===== config.mk =====
export PLATFORM = sky130hd
export DESIGN_NAME = bba_word_search
export DESIGN_NICKNAME = d
export VERILOG_FILES = /design/src/rtl/bba_pkg.sv /design/src/rtl/bba_word_search.sv
export SDC_FILE = /design/constraint.sdc
export NUM_CORES = 1
export LEC_CHECK = 0
export ABC_AREA = 1
export BUFFER_PORTS_ARGS = -buffer_cell sky130_fd_sc_hd__clkbuf_2
export CAP_MARGIN = 0
export CELL_PAD_IN_SITES_DETAIL_PLACEMENT = 1
export CELL_PAD_IN_SITES_GLOBAL_PLACEMENT = 2
export CORE_MARGIN = 4
export CORE_UTILIZATION = 22
export DETAILED_ROUTE_END_ITERATION = 8
export GPL_ROUTABILITY_DRIVEN = 0
export PLACE_DENSITY_LB_ADDON = 0.1
export SLEW_MARGIN = 10
export SYNTH_ARGS = -nofsm -noshare
export SYNTH_HDL_FRONTEND = slang
export SYNTH_SLANG_ARGS = --single-unit

===== constraint.sdc =====
create_clock -name vclk -period 11.66
set_input_delay 1.749 -clock vclk [all_inputs]
set_output_delay 1.749 -clock vclk [all_outputs]
set_load 0.01 [all_outputs]

===== src/rtl/bba_pkg.sv =====
// Shared types, codes and defaults for the bitmap block allocator.
package bba_pkg;

    // Default sizing
    localparam int MAX_BLOCKS_DEF = 4096;
    localparam int WORD_BITS_DEF  = 64;

    // Fixed field widths
    localparam int BLOCK_W = 12;
    localparam int TOTAL_W = 13;

    localparam logic [TOTAL_W-1:0] TOTAL_BLOCKS_RESET = 13'd4096;

    // Request codes
    typedef enum logic [1:0] {
        FN_FIND = 2'd0,
        FN_USED = 2'd1,
        FN_FREE = 2'd2
    } func_t;

    // Result status codes
    typedef enum logic [1:0] {
        ST_OK    = 2'd0,
        ST_NONE  = 2'd1,
        ST_RANGE = 2'd2
    } status_t;

    typedef struct packed {
        func_t              func;
        logic [BLOCK_W-1:0] block_number;
    } req_t;

    typedef struct packed {
        logic [BLOCK_W-1:0] result_block;
        status_t            status;
    } rsp_t;

    // Sequencer states
    typedef enum logic [2:0] {
        S_CLEAR,
        S_IDLE,
        S_FIND_RD,
        S_FIND_CHK,
        S_MK_DIV,
        S_MK_FIX,
        S_MK_RD,
        S_MK_WR
    } state_t;

endpackage


===== src/rtl/bba_word_search.sv =====
// Finds the lowest free in-range bit of one bitmap word.
module bba_word_search
    import bba_pkg::*;
#(
    parameter int WORD_BITS = WORD_BITS_DEF,
    parameter int CW        = 14,
    localparam int BW       = $clog2(WORD_BITS)
)
(
    input  logic [WORD_BITS-1:0] word,
    input  logic [CW-1:0]        remaining,
    output logic                 found,
    output logic [BW-1:0]        bit_idx
);

    logic [WORD_BITS-1:0] free_bits;

    // Treat bits past the block limit as used
    always_comb
    begin
        for (int b = 0; b < WORD_BITS; b++)
        begin
            free_bits[b] = !word[b] && (CW'(b) < remaining);
        end
    end

    assign found = |free_bits;

    // Priority pick of the lowest free bit
    always_comb
    begin
        bit_idx = '0;
        for (int b = WORD_BITS - 1; b >= 0; b--)
        begin
            if (free_bits[b])
            begin
                bit_idx = BW'(b);
            end
        end
    end

endmodule


-- After elaboration in Yosys (flattened, before gate mapping)
Cells that the tools add are included.
- bits in registers: 0
- bits of input ports: 78
- output and inout port bits: 7
- word-level logic and storage cells: 257
- order comparisons: 64
- multiplexer cells: 64
- reductions and logical operators: 129
- operator list (cell ; number):
    $lt 6x14->1 const A ; 32
    $mux 6 ; 64
    $lt 5x14->1 const A ; 16
    $lt 4x14->1 const A ; 8
    $logic_and 1x1->1 ; 64
    $logic_not 1->1 ; 64
    $reduce_or 64->1 ; 1
    $lt 3x14->1 const A ; 4
    $lt 1x14->1 const A ; 2
    $lt 2x14->1 const A ; 2

-- Logic depth before layout (Yosys ltp)
- depth in word-level cells: 66
- gate-level depth with buffers: 67
- depth with buffers taken out: 66

-- Worst setup path before layout
Ideal clock, no wire load.
- path type: input -> output
- start: in remaining[8]
- end: out bit_idx[0]
- arrival: 5.119 ns
- data required time: 9.911 ns
- slack: 4.792 ns
- stages on the path: 64
- cells stage by stage: nor2_1 -> nand2_1 -> nor2_2 -> buf_4 -> nand2_2 -> clkinv_1 -> nand2_1 -> nand3b_1 -> nand2_1 -> nand2_1 -> nand2_1 -> nand2_1 -> nand2_1 -> nand2_1 -> nand2_1 -> nand2_1 -> nand2_1 -> nand2_1 -> (+28 left out) -> nand2_1 -> nand2_1 -> nand2_1 -> nand2_1 -> nand2_1 -> nand2_1 -> nand2_1 -> nand2_1 -> nand2_1 -> nand2_1 -> nand2_1 -> nand2_1 -> nand2_1 -> nand2_1 -> nand2_1 -> nand2_1 -> nand2_1 -> a21oi_2
- word-level cells in the longest chain between the ends: 66
- elaborated cells on any way between the ends: 192
- those cells by class: 64 x order compare; 64 x mux; 64 x reduce/logical
- ends and longest elaborated chain (item ; line ; text):
    from (decl) ; bba_word_search.sv:11 ; input logic [CW-1:0] remaining,
    $lt 6x14->1 ; bba_word_search.sv:23 ; free_bits[b] = !word[b] && (CW'(b) < remaining);
    $logic_and 1x1->1 ; bba_word_search.sv:23 ;
    $mux 6 (63 in series) ; bba_word_search.sv:35 ; if (free_bits[b])
    $mux 6 * ; bba_word_search.sv:35 ;
    to (decl) ; bba_word_search.sv:13 ; output logic [BW-1:0] bit_idx
Mark *: on every way between the ends. The rest lies on a longest branch, timed or not.

-- Worst setup path after layout
Same ends and word-level chain as after synthesis.

==> out/qor.yml <==
antenna_found_initial: 0
synthCells: 369
final-instance-count-excl-fill: 550
period_needed_ns: 7.95
fill_cells: 1098
fin_total_pwr_mw: 0.0547
max_freq_ghz: 0.126
avgRoutedWirePerCell_um: 14.1
synth.cell_area_um2: 1630
initial_core_util_pct: 22.6
required_ns: 9.91
p_leak_nw: 1.19
cts-resized-gates: 0
nClkBuffers: 0
die_x_um: 94.2
finalNetCount: 531
hold_viol: 0
ys_top_cells_by_count: "nand2_1 (145), nor2_1 (83), inv_1 (41)"
synth_area_leader_cell: "nand2_1"
rsz0062_at_grt: "false"
gr-usage-all-layers_pct: 17.7
antenna_cells: 0
setup_viol: 0
grt_pass1_vias: 2638
max_slew_margin_pct: 50.7
seq_area_um2: 0
start_kind: "input port"
boundaryPins: 85
synth_nets: 447
hpwl_um: 6890
synth.most_common_cell: "nand2_1"
outcome: "finished, final reports clean"
dieArea_um2: 8860
yosysUniqueCellTypes: 29
seq_cells: 0
grt_start_max_net_pins: 14
period_share_pct: 68.2
area_growth_pct: 32.3
dr.pass1.iters: 4
fin_setup_tns_ns: 0
worst_path_max_delay_cell: "nor2_2"
critPathMaxStageDelay_ns: 0.46
final_layout_size_suffix_gt1_share_pct: 22.6
core_um2: 7210
cts_setup_buffers: 0
tightest_slew_ns: 0.737
multiInputGateArea_um2: 1450
cellPowerDensity_nw_per_um2: 25.4
yosysSeqAreaShare_pct: 0
end_kind: "output pin"
synthTopCellsByArea: "nand2_1 (33%), nor2_1 (19%), inv_1 (9.4%)"
grt_pass1_wl_um: 12600
wirelength_um: 7760
maxCapViolCount: 0
crit_path_frequent_cell: "nand2_1"
synth.top_cell.area_share_pct: 33.3
avgSynthCellArea_um2: 4.42
globalRoute.totalOverflow: 0
rows: 31
drcViolationCount: 0
place_inst: 550
drt.antenna.violating_nets: 0
drtIter0Drc: 76
irDropWorstVdd_mv: 0.00714
place.port_buffers: 85
vias_per_cell: 4.58
cp.arrival_ns: 6.21
cp_max_fo: 13
yosys_warnings: 0
hold_path_class: "in2out"
ctsHoldBuffers: 0
worstSetupPathType: "in2out"
drv_slew: 0
vias: 2518
die_h_um: 94.2
## power by group
group / internal, mW / switching (mW) / leakage (nW)
clock: 0 / 0 / 0
combinational: 0.0235 / 0.0313 / 1.19
sequential: 0 / 0 / 0
## cells in the final DEF (no fill, tap or decap)
cell        n
nor2_1     83
nor4_1      2
nor3_1      4
nand3b_1    9
a211oi_1    1
a21o_1      1
or2_2       7
nand2_1   145
a21oi_1     9
clkbuf_2   85
a211o_1     1
nand2_2     3
o21bai_2    1
o21ai_1     1
inv_1      41
nand4_1     1
o211ai_1    4
clkinv_1    1
o21ai_0    23
a31oi_1     4
nor2_2      2
o21bai_1   14
nand3_1     4
nand2_4     1
o31ai_1     1
a21oi_2     1
inv_2       2
## layer usage
layer | vias to the layer above | track usage (%) | part of all wire [%]
li1 | 1331 | - | -
met1 | 1130 | 24.0 | 47
met2 | 55 | 32.1 | 48
met3 | 2 | 0.962 | 3.8
met4 | 0 | 0.602 | 0.35
met5 | - | 0 | 0
## cell families (layout without fill, tap and decap cells)
group	Yosys count	in the layout	synth area share, %
buffers and inverters	47	129	11.5
AND/OR/NAND/NOR	261	261	65.4
AO/OA/AOI/OAI	61	61	23.1
## through the flow
stage               util (%)  hold WS (ns)  worst slack (ns)  instance area, um^2
floorplan                  -          3.69              4.79                 1630
global route            29.9          3.92              2.86                 2160
global placement        29.9          3.87              3.79                 2160
CTS                     29.9          3.88              3.63                 2160
detailed placement      29.9          3.87              3.65                 2160
finish                  29.9          3.87              3.71                 2160
## critical path: cells and delay by family
| family | cells | cell delay (ns) |
|---|---|---|
| buffers and inverters | 2 | 0.22 |
| AO/OA/AOI/OAI | 2 | 0.37 |
| AND/OR/NAND/NOR | 61 | 3.86 |
## worst paths after layout
check,start,endpoint,slack [ns],cells after the start
setup / recovery,remaining[8],bit_idx[0],3.71,65
hold / removal,word[0],bit_idx[0],3.87,4
## layout make-up
class              instances  share of cell area, %
multi-input cells        322                   66.9
repair buffers            85                   19.7
inverters                 44                   7.65
well taps                 99                   5.74
(Power assumes the default switching activity.)
