File: src/rtl/bba_pkg.sv
// Shared types, codes and defaults for the bitmap block allocator.
package bba_pkg;

    // Default sizing
    localparam int MAX_BLOCKS_DEF = 4096;
    localparam int WORD_BITS_DEF  = 64;

    // Fixed field widths
    localparam int BLOCK_W = 12;
    localparam int TOTAL_W = 13;

    localparam logic [TOTAL_W-1:0] TOTAL_BLOCKS_RESET = 13'd4096;

    // Request codes
    typedef enum logic [1:0] {
        FN_FIND = 2'd0,
        FN_USED = 2'd1,
        FN_FREE = 2'd2
    } func_t;

    // Result status codes
    typedef enum logic [1:0] {
        ST_OK    = 2'd0,
        ST_NONE  = 2'd1,
        ST_RANGE = 2'd2
    } status_t;

    typedef struct packed {
        func_t              func;
        logic [BLOCK_W-1:0] block_number;
    } req_t;

    typedef struct packed {
        logic [BLOCK_W-1:0] result_block;
        status_t            status;
    } rsp_t;

    // Sequencer states
    typedef enum logic [2:0] {
        S_CLEAR,
        S_IDLE,
        S_FIND_RD,
        S_FIND_CHK,
        S_MK_DIV,
        S_MK_FIX,
        S_MK_RD,
        S_MK_WR
    } state_t;

endpackage

File: src/rtl/bba_ram.sv
// Generic single-port-write, registered-read RAM.
module bba_ram
    import bba_pkg::*;
#(
    parameter int WIDTH = WORD_BITS_DEF,
    parameter int DEPTH = MAX_BLOCKS_DEF / WORD_BITS_DEF,
    localparam int AW   = (DEPTH > 1) ? $clog2(DEPTH) : 1
)
(
    input  logic             clk,
    input  logic             we,
    input  logic [AW-1:0]    waddr,
    input  logic [WIDTH-1:0] wdata,
    input  logic             re,
    input  logic [AW-1:0]    raddr,
    output logic [WIDTH-1:0] rdata
);

    logic [WIDTH-1:0] mem [DEPTH];
    logic [WIDTH-1:0] rdata_reg;

    // Write port
    always_ff @(posedge clk)
    begin
        if (we)
        begin
            mem[waddr] <= wdata;
        end
    end

    // Registered read port
    always_ff @(posedge clk)
    begin
        if (re)
        begin
            rdata_reg <= mem[raddr];
        end
    end

    assign rdata = rdata_reg;

endmodule

File: config.mk
export PLATFORM = sky130hd
export DESIGN_NAME = bba_ram
export DESIGN_NICKNAME = d
export VERILOG_FILES = /design/src/rtl/bba_pkg.sv /design/src/rtl/bba_ram.sv
export SDC_FILE = /design/constraint.sdc
export NUM_CORES = 2
export LEC_CHECK = 0
export BUFFER_PORTS_ARGS = -buffer_cell sky130_fd_sc_hd__buf_4
export CAP_MARGIN = 20
export CORE_MARGIN = 2
export CORE_UTILIZATION = 30
export DETAILED_ROUTE_END_ITERATION = 6
export SYNTH_ARGS = -nofsm -noshare
export SYNTH_HDL_FRONTEND = slang
export SYNTH_SLANG_ARGS = --single-unit
File: constraint.sdc
create_clock -name clk -period 8.4 [get_ports clk]
set_input_delay 0.42 -clock clk [delete_from_list [all_inputs] [get_ports clk]]
set_output_delay 0.42 -clock clk [all_outputs]
set_load 0.01 [all_outputs]
== Word-level counts from Yosys, hierarchy flattened ==
Memories as Yosys holds them, arrays and structs flattened. A register that Yosys moved wholly into a read port is not among the register bits.
Index checks and enable logic that the tools add are counted.

* RAM bits: 4096
* Register bits: 0
* Output and inout port bits: 64
* Word-level logic and storage cells: 3
* Memories kept: 1
* Bits of input ports: 79

{| class="wikitable"
|+ Memories
! name !! words !! bits a word !! read ports !! clocked after Yosys merged registers in !! wr ports !! line !! RTL
|-
| mem || 64 || 64 || 1 || 1 || 1 || bba_ram.sv:19 || <nowiki>logic [WIDTH-1:0] mem [DEPTH];</nowiki>
|}

* Muxes and demuxes: 2

{| class="wikitable"
|+ Operator list
! operator !! number
|-
| 1-bit 2-to-1 mux || 2
|}

== Longest topological paths before layout ==
* Depth in word-level cells: 2
* Mapped depth: 9
* Mapped depth without buffers: 5

== Worst setup path after synthesis ==
OpenSTA, ideal clock, no wires.

* Path kind: input port to flip-flop
* Start point: in waddr[3]
* End point: mem mem[48][0] in the netlist's numbering, enable pin
* Path slack: 2544 ps
* Stages: 4
* Arrival: 5292 ps
* Buffers on the path: 1
* Setup time: 564 ps
* Cells stage by stage: clkbuf_1 > nor2b_1 > nand4b_1 > nor3_1

{| class="wikitable"
|+ RTL lines
! element !! line !! RTL
|-
| start, declared || bba_ram.sv:12 || <nowiki>input logic [AW-1:0] waddr,</nowiki>
|-
| end, declared || bba_ram.sv:19 ||
|}

Straight into the memory's write port.

==> impl_metrics.yaml <==
global_routing:
  grt.overflow.total: 0
  grt.total_usage_pct: 16.6
  grt_max_degree: 134
  grt_antenna_before_repair: 47
  grt_pass1_wl_um: 621000
  grt_pass1_vias: 76686
pwr:
  p_leak_nw: 55.1
  finalPower_mw: 43.2
  peakVddDrop_mv: 0.186
  power_density_nw_per_um2: 238
detailed_routing:
  wire_per_inst_um: 31.5
  vias: 75665
  antenna_left: 0
  viasPerCell: 5.28
  dr.pass1.iters: 7
  routed_wl_um: 451000
  drt_iter0_markers: 10940
  drc_errors: 0
placed_design:
  post-dp-hpwl_um: 237000
  gp_congestion: 0.761
  port_buffers: 142
synthesis:
  synth_edf_count: 4160
  synth_cell_types: 32
  syn_inst: 6598
  synth_area_per_cell_sq_um: 23.8
  synthArstFlopShare_pct: 0
  synth-seq-cells: 4160
  ys.flop_type: "edfxtp_1"
  synth.cell_area_sq_um: 157000
  ys_warn_count: 0
  synth-seq-area-share_pct: 79.6
  syn_nets: 6677
setup_path:
  path_max_fanout: 95
  critical_path.cell_chain: "buf_8 -> buf_12 -> nand2_1 -> buf_4 -> a2bb2oi_1 -> a31oi_1 -> a211oi_1"
  startpoint_type: "input port"
  rrSetupSlack_ns: 6.13
  reg2reg_depth: 5
  cp-end-kind: "register"
  cp_slowest_cell: "nand2_1"
  rr_startpoint: "mem[63][11]$_DFFE_PP_"
  critical_path_class: "input port to register"
  critPathArrivalTime_ns: 3.94
  crit_required_ns: 9.07
  max_stage_delay_ns: 0.78
  timing.rr.end: "rdata[11]$_DFFE_PP_"
min_path:
  hp-class: "input port to register"
  min_from: "wdata[32]"
  min_to: "mem[42][32]$_DFFE_PP_"
  worstHoldPathCells: 1
timing:
  post-route-period-util_pct: 38.8
  finClkSkew_ns: 0.0429
  fin_crit_ns: 3.26
  tns_ns: 0
  fmax_mhz: 306
  tightest_slew_ns: 1.15
  slew_headroom_pct: 23.2
  drv_slew: 0
  setup_viol: 0
  hold_viol_final: 0
  rsz0062_at_grt: "no"
clock_tree:
  cts_tree: "done"
  clk_latency_ns: 0.97
  clock-root-buffer: "clkbuf_16"
  cts_num_sinks: 4160
  cts_repair_resize_count: 0
  cts.reportedPaths.clkPinSlew_ns: 0.06
  numCtsBuffers: 411
  clockBufferDepth: 4
  htree_num_levels: 5
layout:
  synthToLayoutAreaGrowth_pct: 15.4
  post-route-util_pct: 34.8
  final_common_cell: "edfxtp_1"
  most-common-layout-cells: "4,160 x edfxtp_1, 1,024 x mux4_2, 418 x clkbuf_16"
  largest_register_ffs: 4096
  nets: 7116
  layout-drive-gt1-share_pct: 27.4
run:
  drv_cap: 0
run_status:
  outcome: "completed"
floorplan:
  num_rows: 265
  dieArea_sq_um: 529000
  dieWidth_um: 727
  pin_count: 143
  floorplan.initialDensity_pct: 30.1
  core_area_sq_um: 521000
  die_y_um: 727
[worst max-delay path, delay by kind of cell]
kind            cells  cell delay, ns
compound gates      3            0.95
buf+inv             3            1.54
simple gates        1            0.78
[cells by family after synthesis]
family | synth area share, %
flip-flops | 79.6
multiplexers | 15.6
AO/OA/AOI/OAI | 2.47
buffers and inverters | 1.18
AND/OR/NAND/NOR | 1.23
[power by group]
group	switching (mW)	internal, mW	leakage [nW]
combinational	1.26	0.740	11.3
clock	7.82	10.3	6.34
sequential	0.0931	23.0	37.5
total	9.17	34.0	55.1
[cell usage after synthesis (2+ instances only)]
cell type     n  area (sq um)
or2_2        28           175
and3_1       64           400
o22ai_1      83           519
a2bb2oi_1    19           166
buf_2       170           851
a22oi_1     168          1260
a211oi_1     63           473
nor2_1      112           420
buf_6         6          67.6
o221ai_1     38           333
nand4_1       2          12.5
a41oi_1      26           228
a22o_1       88           771
nand2b_1     11          68.8
clkbuf_1    140           526
nor2b_1      28           175
buf_1        20          75.1
edfxtp_1   4160        125000
nand3_1      45           225
mux4_2     1024         23100
nor3_1        2          10.0
inv_1        19          71.3
mux2i_1     135          1350
buf_4        34           255
a31oi_1      18           113
nand2_1      58           218
or3_1        29           181
and2_1        3          18.8
nand3b_1      2          15.0
[how the worst max path moves through the flow]
| stage | from | end | slack [ns] |
|---|---|---|---|
| after global routing | raddr[0] | rdata[36]$_DFFE_PP_ | 4.93 |
| final | raddr[1] | rdata[38]$_DFFE_PP_ | 5.14 |
| after detailed placement | raddr[0] | rdata[36]$_DFFE_PP_ | 4.10 |
| after floorplan | waddr[3] | mem[48][0]$_DFFE_PP_ | 2.54 |
| after global placement | raddr[0] | rdata[36]$_DFFE_PP_ | 4.13 |
| after CTS | raddr[0] | rdata[36]$_DFFE_PP_ | 5.15 |
[final cells by class]
cell class                 instances  area [sq um]
multi-input combinational       2049         30800
fill                           47324        340000
timing repair buffer             396          3630
antenna                           22          55.1
clock inverter                   217          2250
inverter                          19          71.3
sequential                      4160        125000
tap                             6942          8690
clock buffer                     521         10800
[metrics by stage]
step / instance area (sq um) / setup slack (ns) / hold WS (ns) / std cells
2_1_floorplan: 157000 / 2.54 / 0.519 / 6598
3_3_place_gp: 167000 / 4.13 / 0.629 / 13501
3_5_place_dp: 167000 / 4.10 / 0.629 / 13503
4_1_cts: 181000 / 5.15 / 0.00439 / 14303
5_1_grt: 181000 / 4.93 / 0.0464 / 14310
6_report: 181000 / 5.14 / 0.0525 / 14326
[per-layer routing]
layer,up-vias,track usage (%),part of all wire [%]
met3,682,2.39,7.6
met1,41930,22.3,40
met5,-,0,0.013
met2,3589,28.0,50
met4,10,4.88,3.1
li1,29454,-,-
[timing repair]
item / CTS / global route
endpoints found under the hold margin: 3337 / 0
hold buffers: 62 / 0
buffers inserted: 0 / 0
Note: power is estimated with default switching activity, not from simulation.
