<file path="config.mk">
export PLATFORM = sky130hd
export DESIGN_NAME = bba_locate
export DESIGN_NICKNAME = d
export VERILOG_FILES = /design/src/rtl/bba_pkg.sv /design/src/rtl/bba_locate.sv
export SDC_FILE = /design/constraint.sdc
export NUM_CORES = 1
export LEC_CHECK = 0
export BUFFER_PORTS_ARGS = -buffer_cell sky130_fd_sc_hd__buf_2
export CAP_MARGIN = 10
export CORE_ASPECT_RATIO = 1.75
export CORE_MARGIN = 4
export CORE_UTILIZATION = 30
export CTS_CLUSTER_DIAMETER = 150
export DETAILED_ROUTE_END_ITERATION = 6
export PLACE_DENSITY = 0.54
export SLEW_MARGIN = 15
export SYNTH_ARGS = -nofsm -noshare
export SYNTH_HDL_FRONTEND = slang
export SYNTH_SLANG_ARGS = --single-unit
</file>
<file path="constraint.sdc">
create_clock -name clk -period 2.9 [get_ports clk]
set_clock_uncertainty 0.1 [all_clocks]
set_input_delay 0.29 -clock clk [delete_from_list [all_inputs] [get_ports clk]]
set_output_delay 0.29 -clock clk [all_outputs]
set_load 0.05 [all_outputs]
</file>
<file path="src/rtl/bba_pkg.sv">
// Shared types, codes and defaults for the bitmap block allocator.
package bba_pkg;

    // Default sizing
    localparam int MAX_BLOCKS_DEF = 4096;
    localparam int WORD_BITS_DEF  = 64;

    // Fixed field widths
    localparam int BLOCK_W = 12;
    localparam int TOTAL_W = 13;

    localparam logic [TOTAL_W-1:0] TOTAL_BLOCKS_RESET = 13'd4096;

    // Request codes
    typedef enum logic [1:0] {
        FN_FIND = 2'd0,
        FN_USED = 2'd1,
        FN_FREE = 2'd2
    } func_t;

    // Result status codes
    typedef enum logic [1:0] {
        ST_OK    = 2'd0,
        ST_NONE  = 2'd1,
        ST_RANGE = 2'd2
    } status_t;

    typedef struct packed {
        func_t              func;
        logic [BLOCK_W-1:0] block_number;
    } req_t;

    typedef struct packed {
        logic [BLOCK_W-1:0] result_block;
        status_t            status;
    } rsp_t;

    // Sequencer states
    typedef enum logic [2:0] {
        S_CLEAR,
        S_IDLE,
        S_FIND_RD,
        S_FIND_CHK,
        S_MK_DIV,
        S_MK_FIX,
        S_MK_RD,
        S_MK_WR
    } state_t;

endpackage

</file>
<file path="src/rtl/bba_locate.sv">
// Splits a block number into bitmap word and bit index (reciprocal divide).
module bba_locate
    import bba_pkg::*;
#(
    parameter int WORD_BITS = WORD_BITS_DEF,
    parameter int MAP_WORDS = MAX_BLOCKS_DEF / WORD_BITS_DEF,
    localparam int AW       = (MAP_WORDS > 1) ? $clog2(MAP_WORDS) : 1,
    localparam int BW       = $clog2(WORD_BITS)
)
(
    input  logic               clk,
    input  logic [BLOCK_W-1:0] blk,
    output logic [AW-1:0]      word,
    output logic [BW-1:0]      bit_idx
);

    localparam int SH    = 24;
    localparam int RECIP = (1 << SH) / WORD_BITS;
    localparam int PRW   = BLOCK_W + SH + 1;
    localparam int PW    = BLOCK_W + 8;

    logic [PRW-1:0]     prod;
    logic [BLOCK_W-1:0] q_reg;
    logic [PW-1:0]      r_raw;
    logic               over;
    logic [BLOCK_W-1:0] q_fix;
    logic [PW-1:0]      r_fix;
    logic [AW-1:0]      word_reg;
    logic [BW-1:0]      bit_reg;

    // Estimate the quotient; it is exact or one low
    assign prod = PRW'(blk) * PRW'(RECIP);

    always_ff @(posedge clk)
    begin
        q_reg <= prod[SH +: BLOCK_W];
    end

    // Correct the estimate with one compare and subtract
    assign r_raw = PW'(blk) - PW'(q_reg) * PW'(WORD_BITS);
    assign over  = (r_raw >= PW'(WORD_BITS));
    assign q_fix = over ? q_reg + BLOCK_W'(1) : q_reg;
    assign r_fix = over ? r_raw - PW'(WORD_BITS) : r_raw;

    always_ff @(posedge clk)
    begin
        word_reg <= AW'(q_fix);
        bit_reg  <= BW'(r_fix);
    end

    assign word    = word_reg;
    assign bit_idx = bit_reg;

endmodule

</file>
After elaboration in Yosys (flattened, before gate mapping)
Cells that the tools add are included.

word-level totals
  flip-flop bits (word level) = 18
  input port bits = 13
  output and inout bits = 12
  word-level logic and storage cells = 9

operators by class
  add/sub/neg operators = 3
  $lt $le $gt $ge = 1
  mux-type cells = 2

operators with widths
  cell                 number
  $ge 20x7->1 const B  1
  $sub 12x12->13       1
  $mux 6               2
  $add 6x1->6 const B  1
  $sub 6x1->6 const B  1

Longest topological paths before layout
  depth after elaboration = 3
  depth in mapped cells = 10
  mapped depth without buffers = 10

Least setup slack after synthesis
Ideal clock, no wire load.

  path kind = reg2reg
  start point = register q_reg[0]
  end point = register word_reg[1], in the netlist word[1]
  library setup time = 123 ps
  data arrival time = 2,311 ps
  required time = 2,677 ps
  setup slack = 366 ps
  stages on the path, launching flop included = 9
  clock period less this slack = 2,534 ps
  cells stage by stage = dfxtp_1 ha_1 inv_1 fa_1 a21o_1 a2111oi_0 a211oi_1 a221oi_4 mux2_1

on the way
  longest elaborated chain between the ends = 3
  elaborated cells on any way between the ends = 4
  classes of those cells = add/sub (2); order compare (1); mux (1)

RTL lines
  element                 RTL line          source
  start, declared         bba_locate.sv:23  logic [BLOCK_W-1:0] q_reg;
  start signal, assigned  bba_locate.sv:36  q_reg <= prod[SH +: BLOCK_W];
  $sub 12x12->13          bba_locate.sv:40  assign r_raw = PW'(blk) - PW'(q_reg) * PW'(WORD_BITS);
  $ge 20x7->1             bba_locate.sv:41  assign over = (r_raw >= PW'(WORD_BITS));
  $mux 6 (*)              bba_locate.sv:42  assign q_fix = over ? q_reg + BLOCK_W'(1) : q_reg;
  net q_fix[1]            bba_locate.sv:26  logic [BLOCK_W-1:0] q_fix;
  end signal, assigned    bba_locate.sv:47  word_reg <= AW'(q_fix);
  end, declared           bba_locate.sv:28  logic [AW-1:0] word_reg;

The timed path passes the listed nets; every way through them passes the cells marked *.

Final worst setup path
Ends and elaborated chain as after synthesis.

==> metrics.txt <==
run status=finished, final reports clean; initial core utilization=31.7%; final-report hold violation count=0; syn_nets=85; unrepaired setup endpoints after global routing=no; number of fill cells=256; family with the most delay on the worst path=compound AO/OA/AOI/OAI gates; Max H-tree Level=1; largest fanout on the critical path=6; r2r setup slk=200 ps; DRC Markers=0; count leader, synth=dfxtp_1; Die Area=0.00332 mm²; CTS tree=done; Power Dens Cells=620 mW/mm²; DR iter-0 viols=3; Max Fclk=370 MHz; clock buffer depth=2; Setup crit start kind=register; final wirelength=1330 µm; P_leak=0.000440 µW; Crit. End Element=register; CP max stage cell=a221oi_4; drt wl/cell=11.4 µm; vias per cell=4.62; largest net degree at the start of global routing=11; total power=585 µW; total track usage=9.28%; clock slew at the register clock pins of the worst setup and hold paths=70 ps; Die Y=73.2 µm; total negative setup slack=0 ps; post-DP HPWL=1130 µm; Tcrit/Tclk final=93.3%; WP data required=2940 ps; multi-input gate area in the final layout=349 µm²; CTS Buf Count=3; Crit path buffers/inverters=1; synth cell count leaders=dfxtp_1, ha_1, inv_1; Clock Latency Late Sink=250 ps; initial antenna violation count=0; crit path kind=reg2reg; Seq/Total Area, Yosys=49.4%; Mapped Avg Cell Area=11.4 µm²; DR vias=541; share of the synthesized area in the top cell type=49.4%; WHS=35.9 ps; DRT Pass-1 Iters=4; Die X=45.3 µm; cts repair resizes=0; WP data arrival=2740 ps; placed cell areas=881 µm²; diodes inserted=0; minimum clock period=2700 ps; Max Cap Viol=0; Cells after Synth=64; # rows=23; Distinct cells, synth=25; GRT overflow=0; Worst-Margin Slew=419 ps; Worst path max stage delay=410 ps; TritonCTS Sinks=18; hold buffer count at cts=0; clk root buf=clkbuf_8; Hold Crit Class=in2reg; first-pass GRT wire length=2150 µm; Worst VDD drop=213 µV; slew margin rel.=71.9%; ys flop type=dfxtp_1; Nets=114; Synth Register Bits=18; Setup-failing EPs final=0; top area cells in the synthesized netlist=dfxtp_1, ha_1, xnor2_1; Post-CTS Repair Setup Buffers=0; vias in the first global route=552; layout cells sized above 1=33.7%; Area growth syn-to-layout=29.3%; Cell Area, Synth=729 µm²; Final ANT Viol Nets=0; EDFF count, synth=0; area occupied by registers=362 µm²; synth warn=0; number of I/O pins=25; FFs w/ async S/R, synth=0%; fin. max-slew vios=0; area leader, netlist=dfxtp_1; RePlAce Congestion=0.670; core area=0.00230 mm²; Design Area, Final=943 µm²; I/O Buffers=24; worst path cell trace=ha_1 -> inv_1 -> fa_1 -> a21o_1 -> a2111oi_2 -> a211oi_1 -> a221oi_4 -> mux2_1
==> power breakdown <==
group          switching, µW  internal (µW)
sequential              4.75            264
combinational           79.8           38.8
clock                   77.4            120
==> cell families (layout without fill, tap and decap cells) <==
family | count (synthesis) | count (layout) | synth area share [%]
compound gates | 8 | 8 | 10.3
xor+xnor | 6 | 6 | 7.20
flops | 18 | 18 | 49.4
simple gates | 16 | 16 | 13.2
mux | 1 | 1 | 1.54
fa+ha+maj | 8 | 8 | 14.8
buf+inv | 7 | 35 | 3.60
==> through the flow <==
stage	util, %	setup slack [ps]	instances
after floorplan	-	366	64
after global placement	38.3	133	113
after detailed placement	38.3	79.5	113
after CTS	40.7	112	117
after global routing	41.0	50.0	117
final	41.0	196	117
==> layout by cell type, fill, tap and decap left out, drive strengths merged, types with 2 or more instances in the layout <==
master | netlist | layout
inv | 7 | 7
nor2 | 2 | 2
nand2 | 2 | 2
nand3 | 3 | 3
ha | 7 | 7
clkbuf | 0 | 4
xnor2 | 6 | 6
dfxtp | 18 | 18
buf | 0 | 24
a211oi | 2 | 2
==> cell type report <==
type                            count  share of cell area (%)
Sequential cell                    18                    38.3
Tap cell                           25                    3.32
Inverter                            7                    2.79
Clock buffer                        4                    5.84
Multi-Input combinational cell     39                    37.0
Timing Repair Buffer               24                    12.7
==> worst reg2reg max path: stages, from the launching register on <==
cell and delay (ps):
dfxtp_2 360, ha_1 170, inv_1 60, fa_1 400, a21o_1 210, a2111oi_2 390
a211oi_1 140, a221oi_4 410, mux2_1 360
==> worst paths after layout <==
kind	from	end	cells past startpoint
max	q_reg[0]	word[1]	8
min reg2reg	q_reg[0]	word[0]	1
max reg2reg	q_reg[0]	word[1]	8
min	blk[1]	bit_idx[1]	1
==> routing by layer <==
layer,wire [µm],part of all wire [%],global-route usage (%),up-vias
li1,-,-,-,278
met2,733,55,15.8,15
met4,52,3.9,9.77,0
met5,0,0,0,-
met3,72,5.4,1.98,4
met1,471,35,8.05,244
Power figures use the tool's default switching activity.
